### config.mk
export PLATFORM = sky130hd
export DESIGN_NAME = signed_int_to_decimal_ascii_flat
export DESIGN_NICKNAME = d
export VERILOG_FILES = /design/src/sida_pkg.sv /design/src/sida_in_if.sv /design/src/sida_out_if.sv /design/src/signed_int_to_decimal_ascii.sv /design/src/flat_wrapper.sv
export SDC_FILE = /design/constraint.sdc
export NUM_CORES = 1
export LEC_CHECK = 0
export ABC_AREA = 0
export ABC_CLOCK_PERIOD_IN_PS = 18100
export BUFFER_PORTS_ARGS = -buffer_cell sky130_fd_sc_hd__clkbuf_2
export CORE_MARGIN = 2
export CORE_UTILIZATION = 70
export CTS_CLUSTER_SIZE = 30
export DETAILED_ROUTE_END_ITERATION = 12
export HOLD_SLACK_MARGIN = 0.02
export PLACE_DENSITY_LB_ADDON = 0.1
export REMOVE_ABC_BUFFERS = 1
export SLEW_MARGIN = 40
export SYNTH_ARGS = -nofsm -noshare
export SYNTH_HDL_FRONTEND = slang
export SYNTH_SLANG_ARGS = --single-unit
### constraint.sdc
create_clock -name clk_i -period 18.1 [get_ports clk_i]
set_input_delay 0.905 -clock clk_i [delete_from_list [all_inputs] [get_ports clk_i]]
set_output_delay 0.905 -clock clk_i [all_outputs]
set_load 0.05 [all_outputs]
### src/sida_pkg.sv
// ----------------------------------------------------------------------------
// Signed integer to decimal ASCII: shared package
// Widths, character codes, reciprocal constant and sequencer states used by
// the converter, its channel interfaces and its checker.
// ----------------------------------------------------------------------------
package sida_pkg;

  localparam int unsigned ValueW    = 32;
  localparam int unsigned LenW      = 4;
  localparam int unsigned CharW     = 7;
  localparam int unsigned PosW      = 4;
  localparam int unsigned DigitW    = 4;
  localparam int unsigned MaxDigits = 10;
  localparam int unsigned CountW    = 4;   // holds 0..MaxDigits
  localparam int unsigned IdxW      = $clog2(MaxDigits);

  // floor(x / 10) == (x * Recip10) >> Recip10Shift for every 32-bit x
  localparam logic [ValueW-1:0] Recip10      = 32'hCCCC_CCCD;
  localparam int unsigned       Recip10Shift = 35;
  localparam int unsigned       QuotW        = 2 * ValueW - Recip10Shift;

  localparam logic [CharW-1:0] CharZero  = 7'd48;
  localparam logic [CharW-1:0] CharMinus = 7'd45;
  localparam logic [CharW-1:0] CharNul   = 7'd0;

  localparam logic [LenW-1:0] MinLen = 4'd2;

  typedef enum logic [2:0] {
    StIdle,
    StMul,
    StRem,
    StCheck,
    StSign,
    StDigit,
    StTerm
  } state_e;

endpackage

### src/sida_in_if.sv
// ----------------------------------------------------------------------------
// Signed integer to decimal ASCII: input channel
// Valid/ready channel carrying the value and the buffer length.
// ----------------------------------------------------------------------------
interface sida_in_if
  import sida_pkg::*;
();
  logic                     valid;
  logic                     ready;
  logic signed [ValueW-1:0] value;
  logic        [LenW-1:0]   buffer_len;

  modport source (output valid, value, buffer_len, input ready);
  modport sink   (input valid, value, buffer_len, output ready);
endinterface

### src/sida_out_if.sv
// ----------------------------------------------------------------------------
// Signed integer to decimal ASCII: output channel
// Valid/ready channel carrying one character, its position and a last flag.
// ----------------------------------------------------------------------------
interface sida_out_if
  import sida_pkg::*;
();
  logic             valid;
  logic             ready;
  logic [CharW-1:0] character;
  logic [PosW-1:0]  position;
  logic             last;

  modport source (output valid, character, position, last, input ready);
  modport sink   (input valid, character, position, last, output ready);
endinterface

### src/signed_int_to_decimal_ascii.sv
// ----------------------------------------------------------------------------
// Signed integer to decimal ASCII converter
// Turns a signed 32-bit value into sign, decimal digits and a terminator.
// ----------------------------------------------------------------------------
// One beat in gives up to twelve character beats out, in buffer order. A
// single reciprocal multiplier peels off one decimal digit at a time
// (multiply, then quotient and remainder); after the last digit a fit check
// runs, then the block emits one character a cycle while the output is taken.
// The input is not ready until the last character of the item has been
// loaded into the output register, or until the fit check ends for an
// item that writes no character.
module signed_int_to_decimal_ascii
  import sida_pkg::*;
(
  input  logic              clk_i,
  input  logic              rst_ni,
  sida_in_if.sink           in_i,
  sida_out_if.source        out_o
);

  state_e state_q, state_d;

  logic              neg_q;
  logic [LenW-1:0]   blen_q;
  logic [ValueW-1:0] mag_q, mag_d;
  logic [2*ValueW-1:0] prod_q;
  logic [CountW-1:0] ndig_q, ndig_d;
  logic [IdxW-1:0]   didx_q, didx_d;
  logic [PosW-1:0]   pos_q, pos_d;
  logic [DigitW-1:0] digit_q [MaxDigits];

  logic             out_valid_q, out_last_q;
  logic [CharW-1:0] out_char_q;
  logic [PosW-1:0]  out_pos_q;

  logic              accept;
  logic              load;
  logic [QuotW-1:0]  quot;
  logic [ValueW-1:0] quot_x10;
  logic [ValueW-1:0] rem;
  logic              fits;
  logic              digit_we;

  // beat loaders
  logic             ld_en;
  logic [CharW-1:0] ld_char;
  logic [PosW-1:0]  ld_pos;
  logic             ld_last;

  assign accept = in_i.valid && in_i.ready;
  assign load   = !out_valid_q || out_o.ready;

  // quotient and remainder of the shared divide-by-ten step
  assign quot     = prod_q[2*ValueW-1:Recip10Shift];
  assign quot_x10 = ValueW'({quot, 3'b000}) + ValueW'({quot, 1'b0});
  assign rem      = mag_q - quot_x10;

  // sign + digits + terminator must fit in the buffer
  assign fits = ({{(CountW-1){1'b0}}, neg_q} + ndig_q) < CountW'(blen_q);

  // next state
  always_comb begin
    state_d = state_q;
    unique case (state_q)
      StIdle:  if (accept) state_d = StMul;
      StMul:   state_d = StRem;
      StRem:   state_d = (quot == '0) ? StCheck : StMul;
      StCheck: begin
        if (blen_q < MinLen) state_d = StIdle;
        else if (fits) state_d = neg_q ? StSign : StDigit;
        else state_d = neg_q ? StSign : StIdle;
      end
      StSign:  if (load) state_d = fits ? StDigit : StIdle;
      StDigit: if (load && didx_q == '0) state_d = StTerm;
      StTerm:  if (load) state_d = StIdle;
      default: state_d = StIdle;
    endcase
  end

  // datapath controls and beat contents
  always_comb begin
    mag_d    = mag_q;
    ndig_d   = ndig_q;
    didx_d   = didx_q;
    pos_d    = pos_q;
    digit_we = 1'b0;
    ld_en    = 1'b0;
    ld_char  = CharNul;
    ld_pos   = pos_q;
    ld_last  = 1'b0;
    unique case (state_q)
      StIdle: begin
        if (accept) begin
          mag_d  = in_i.value[ValueW-1] ? ('0 - ValueW'(in_i.value))
                                        : ValueW'(in_i.value);
          ndig_d = '0;
        end
      end
      StMul: ;
      StRem: begin
        digit_we = 1'b1;
        mag_d    = ValueW'(quot);
        ndig_d   = ndig_q + CountW'(1);
      end
      StCheck: begin
        didx_d = IdxW'(ndig_q - CountW'(1));
        pos_d  = PosW'(neg_q);
      end
      StSign: begin
        ld_en   = load;
        ld_char = CharMinus;
        ld_pos  = '0;
        ld_last = !fits;
      end
      StDigit: begin
        ld_en   = load;
        ld_char = CharZero + CharW'(digit_q[didx_q]);
        if (load) begin
          pos_d = pos_q + PosW'(1);
          if (didx_q != '0) didx_d = didx_q - IdxW'(1);
        end
      end
      StTerm: begin
        ld_en   = load;
        ld_char = CharNul;
        ld_last = 1'b1;
      end
      default: ;
    endcase
  end

  // control state
  always_ff @(posedge clk_i or negedge rst_ni) begin
    if (!rst_ni) begin
      state_q     <= StIdle;
      out_valid_q <= 1'b0;
    end else begin
      state_q <= state_d;
      if (ld_en) out_valid_q <= 1'b1;
      else if (out_o.ready) out_valid_q <= 1'b0;
    end
  end

  // payload: hold item, run the multiplier, store digits, load beats
  always_ff @(posedge clk_i) begin
    if (accept) begin
      neg_q  <= in_i.value[ValueW-1];
      blen_q <= in_i.buffer_len;
    end
    if (state_q == StMul) prod_q <= mag_q * Recip10;
    if (digit_we) digit_q[ndig_q[IdxW-1:0]] <= rem[DigitW-1:0];
    mag_q  <= mag_d;
    ndig_q <= ndig_d;
    didx_q <= didx_d;
    pos_q  <= pos_d;
    if (ld_en) begin
      out_char_q <= ld_char;
      out_pos_q  <= ld_pos;
      out_last_q <= ld_last;
    end
  end

  assign in_i.ready      = (state_q == StIdle);
  assign out_o.valid     = out_valid_q;
  assign out_o.character = out_char_q;
  assign out_o.position  = out_pos_q;
  assign out_o.last      = out_last_q;

endmodule

### src/flat_wrapper.sv
// flat-port wrapper written by rule: the top's interface ports become plain ports
module signed_int_to_decimal_ascii_flat import sida_pkg::*;
  (clk_i, rst_ni, in_i_valid, in_i_value, in_i_buffer_len, in_i_ready, out_o_valid, out_o_character, out_o_position, out_o_last, out_o_ready);
  sida_in_if in_i_i ();
  sida_out_if out_o_i ();
  input  logic clk_i;
  input  logic rst_ni;
  input wire logic [$bits(in_i_i.valid)-1:0] in_i_valid;
  input wire logic [$bits(in_i_i.value)-1:0] in_i_value;
  input wire logic [$bits(in_i_i.buffer_len)-1:0] in_i_buffer_len;
  output wire logic [$bits(in_i_i.ready)-1:0] in_i_ready;
  output wire logic [$bits(out_o_i.valid)-1:0] out_o_valid;
  output wire logic [$bits(out_o_i.character)-1:0] out_o_character;
  output wire logic [$bits(out_o_i.position)-1:0] out_o_position;
  output wire logic [$bits(out_o_i.last)-1:0] out_o_last;
  input wire logic [$bits(out_o_i.ready)-1:0] out_o_ready;
  assign in_i_i.valid = in_i_valid;
  assign in_i_i.value = in_i_value;
  assign in_i_i.buffer_len = in_i_buffer_len;
  assign in_i_ready = in_i_i.ready;
  assign out_o_valid = out_o_i.valid;
  assign out_o_character = out_o_i.character;
  assign out_o_position = out_o_i.position;
  assign out_o_last = out_o_i.last;
  assign out_o_i.ready = out_o_ready;
  signed_int_to_decimal_ascii u_core (.clk_i(clk_i), .rst_ni(rst_ni), .in_i(in_i_i), .out_o(out_o_i));
endmodule
==> summary.md <==
| Metric | Value |
|---|---|
| Critical path's top delay family | `adder cells` |
| Yosys top cell area share | `0.336` |
| Total grt overflow | `0` |
| Number of iterations in the first detailed-routing pass | `6` |
| Most common cell in the netlist | `inv_1` |
| Post-DP HPWL | `56000 um` |
| Initial antenna violation count | `0` |
| CTS Buffer Depth | `2` |
| Detail Route Antenna Nets | `0` |
| # IOs | `54` |
| Row cnt | `66` |
| Final hold vios | `0` |
| Drt wl/cell | `24.1 um` |
| EDFF count, synth | `129` |
| Clock latency on the worst-skew pair | `440 ps` |
| Crit-path max cell delay | `700 ps` |
| # hold bufs at CTS | `0` |
| Critical path peak fanout | `5` |
| Rel. slew slack | `0.443` |
| FF-to-FF Start | `u_core.mag_q[20]$_DFFE_PP_` |
| Core Area | `0.0325 mm^2` |
| CP required | `18270 ps` |
| Sequential share of the synthesized area | `0.176` |
| Setup TNS Final | `0 ps` |
| Cts repair resizes | `0` |
| Synth Flop Type | `edfxtp_1` |
| Synth Cell Area | `0.0230 mm^2` |
| Final Skew | `11.7 ps` |
| Post-synth ARST share | `0.0292` |
| Worst slack, placed | `9970 ps` |
| Die extent in x | `185 um` |
| WL final | `64400 um` |
| CP bufs+invs | `2` |
| Yosys warnings | `0` |
| # diodes | `0` |
| #FFs+latches synth | `137` |
| Worst hold path type | `in -> async` |
| Cell mode on critical path | `fa_1` |
| Least-Margin Pin Slew | `829 ps` |
| Area Overhead vs Synth | `6.00%` |
| Synth cell types | `68` |
| Final Slew Violations | `0` |
| Worst Path Class, Setup | `reg -> reg` |
| Die ar. | `0.0344 mm^2` |
| Final Setup Violations | `0` |
| DR iter-0 viols | `1336` |
| Run status | `completed` |
| Ranking of synthesized cells by area | `fa_1 (34%), ha_1 (20%), edfxtp_1 (17%)` |
| Residual DRC | `0` |
| Vias per inst | `5.93` |
| Cell-by-cell trace of the critical path | `ha_1 -> ha_1 -> fa_1 -> inv_1 -> fa_1 -> inv_1 -> fa_1 -> fa_1 -> fa_1 -> fa_1 -> ha_1 -> a21oi_1 -> o21ai_0 -> a211oi_1 -> o2111ai_1 -> a211oi_2 -> o21ai_2 -> a21oi_2 -> o21ai_1 -> a221o_1 -> xor2_1` |
| Layout cell share with drive strength beyond 1 | `0.0555` |
| Most frequent cells after synthesis | `inv_1 (588), fa_1 (386), ha_1 (363)` |
| Maximum clock rate | `120 MHz` |
| Worst setup SP type | `flip-flop` |
| Mapped Cells | `2182` |
| Final nets | `3010` |
| Clock Sinks | `137` |
| Largest net degree at the start of global routing | `61` |
| Period utilisation layout | `0.459` |
| Port Buffers | `52` |
| Via count | `15900` |
| CP arrival | `8490 ps` |
| First-pass GRT wire length | `97600 um` |
| Starting Density | `0.710` |
| PnR worst setup slack | `9790 ps` |
| Synth Area per Inst | `10.6 um^2` |
| Clk pin slew, worst setup/hold paths | `70 ps` |
| Max-cap check violation count | `0` |
| CTS buffer count | `17` |
| CP max-delay cell | `a211oi_1` |
| # H-tree levels | `4` |
| Top cell type by total area after synthesis | `fa_1` |
| RSZ-0062 raised after global routing | `false` |
| Vias in the first global route | `16900` |
| CTS tree | `built` |
| Crit. Startpoint | `u_core.mag_q[20]$_DFFE_PP_` |
| Fin crit period | `8310 ps` |
| Chip Height | `185 um` |
| Total track usage | `0.397` |
| Clk root buf | `clkbuf_16` |
| Setup crit end kind | `flip-flop` |
| Routability congestion estimate | `1.05` |
| Post-CTS Setup Bufs | `0` |
==> logic make-up (layout without fill, tap and decap cells) <==
group                    after synthesis  count (layout)  share of synthesized area
AND/OR/NAND/NOR                      272             272                     0.0586
flip-flops                           137             137                      0.176
other                                  1               1                   0.000163
multiplexers                          21              21                     0.0137
buffers and inverters                624             676                      0.102
adder cells (fa/ha/maj)              749             749                      0.533
XOR/XNOR                             118             118                     0.0449
AO/OA/AOI/OAI                        260             260                     0.0720
==> metal layers <==
metal | share of wire | GRT usage
met1 | 0.38 | 0.487
met2 | 0.48 | 0.656
met3 | 0.057 | 0.0533
met4 | 0.082 | 0.276
met5 | 0 | 0
==> registers in the layout (all words and copies together) (netlist names), 4 cells and up, named ones only <==
signal,count
u_core.didx_q,4
u_core.digit_q,40
u_core.ndig_q,4
u_core.out_o.character,6
u_core.out_o.position,4
u_core.prod_q,29
u_core.mag_q,32
u_core.pos_q,4
u_core.blen_q,4
==> worst register-to-register path: stages, from the launching register on <==
cell and delay [ps]:
edfxtp_1 510, ha_1 600, ha_1 360, fa_1 490, inv_1 50, fa_1 550
inv_1 80, fa_1 490, fa_1 470, fa_1 550, fa_1 430, ha_1 380
a21oi_1 330, o21ai_0 170, a211oi_1 700, o2111ai_1 300, a211oi_2 510, o21ai_2 190
a21oi_2 280, o21ai_1 160, a221o_1 330, xor2_1 140
==> placed cells by master, fill, tap and decap left out, types with 10 or more instances in the layout <==
cell type  synthesis  layout
inv_1            588     588
fa_1             386     386
ha_1             363     363
edfxtp_1         129     129
nand2_1           99      99
xor2_1            74      74
o21ai_0           67      67
a21oi_1           66      66
clkbuf_2           1      52
a21o_1            51      51
xnor2_1           44      42
nor2_1            41      38
nand3_1           25      25
and2_1            23      23
clkbuf_16          0      17
nand4_1           16      16
and3_1            11      11
nor3_1            10      10
nor4_1            10      10
==> through the flow <==
step | hold slack [ps] | instances | utilization | area, um^2
after floorplan | 455 | 2146 | - | 22900
after global placement | 493 | 2643 | 0.731 | 23700
after detailed placement | 501 | 2644 | 0.732 | 23700
after CTS | 252 | 2676 | 0.752 | 24400
after global routing | 260 | 2676 | 0.752 | 24400
final | 264 | 2676 | 0.752 | 24400
==> worst paths after layout <==
path	end	slack, ps	cells after the start
max	u_core.prod_q[54]$_DFFE_PP_	9790	21
min	u_core.out_o.valid$_DFFE_PN0P_	260	1
max reg2reg	u_core.prod_q[54]$_DFFE_PP_	9790	21
min reg2reg	flip-flop	540	2
max in group asynchronous	u_core.state_q[1]$_DFFE_PN0P_	17720	1
min in group clk_i	flip-flop	540	2
==> final cells by class <==
cell class | count | area [um^2]
Multi-Input combinational cell | 1421 | 16700
Fill cell | 2314 | 8040
Sequential cell | 137 | 4060
Inverter | 588 | 2210
Tap cell | 442 | 553
Clock buffer | 17 | 425
Timing Repair Buffer | 56 | 288
Clock inverter | 15 | 225
Power is left out: the tool's default activity adds up to more than one toggle a clock period on the data nets, which glitch-free logic cannot reach.
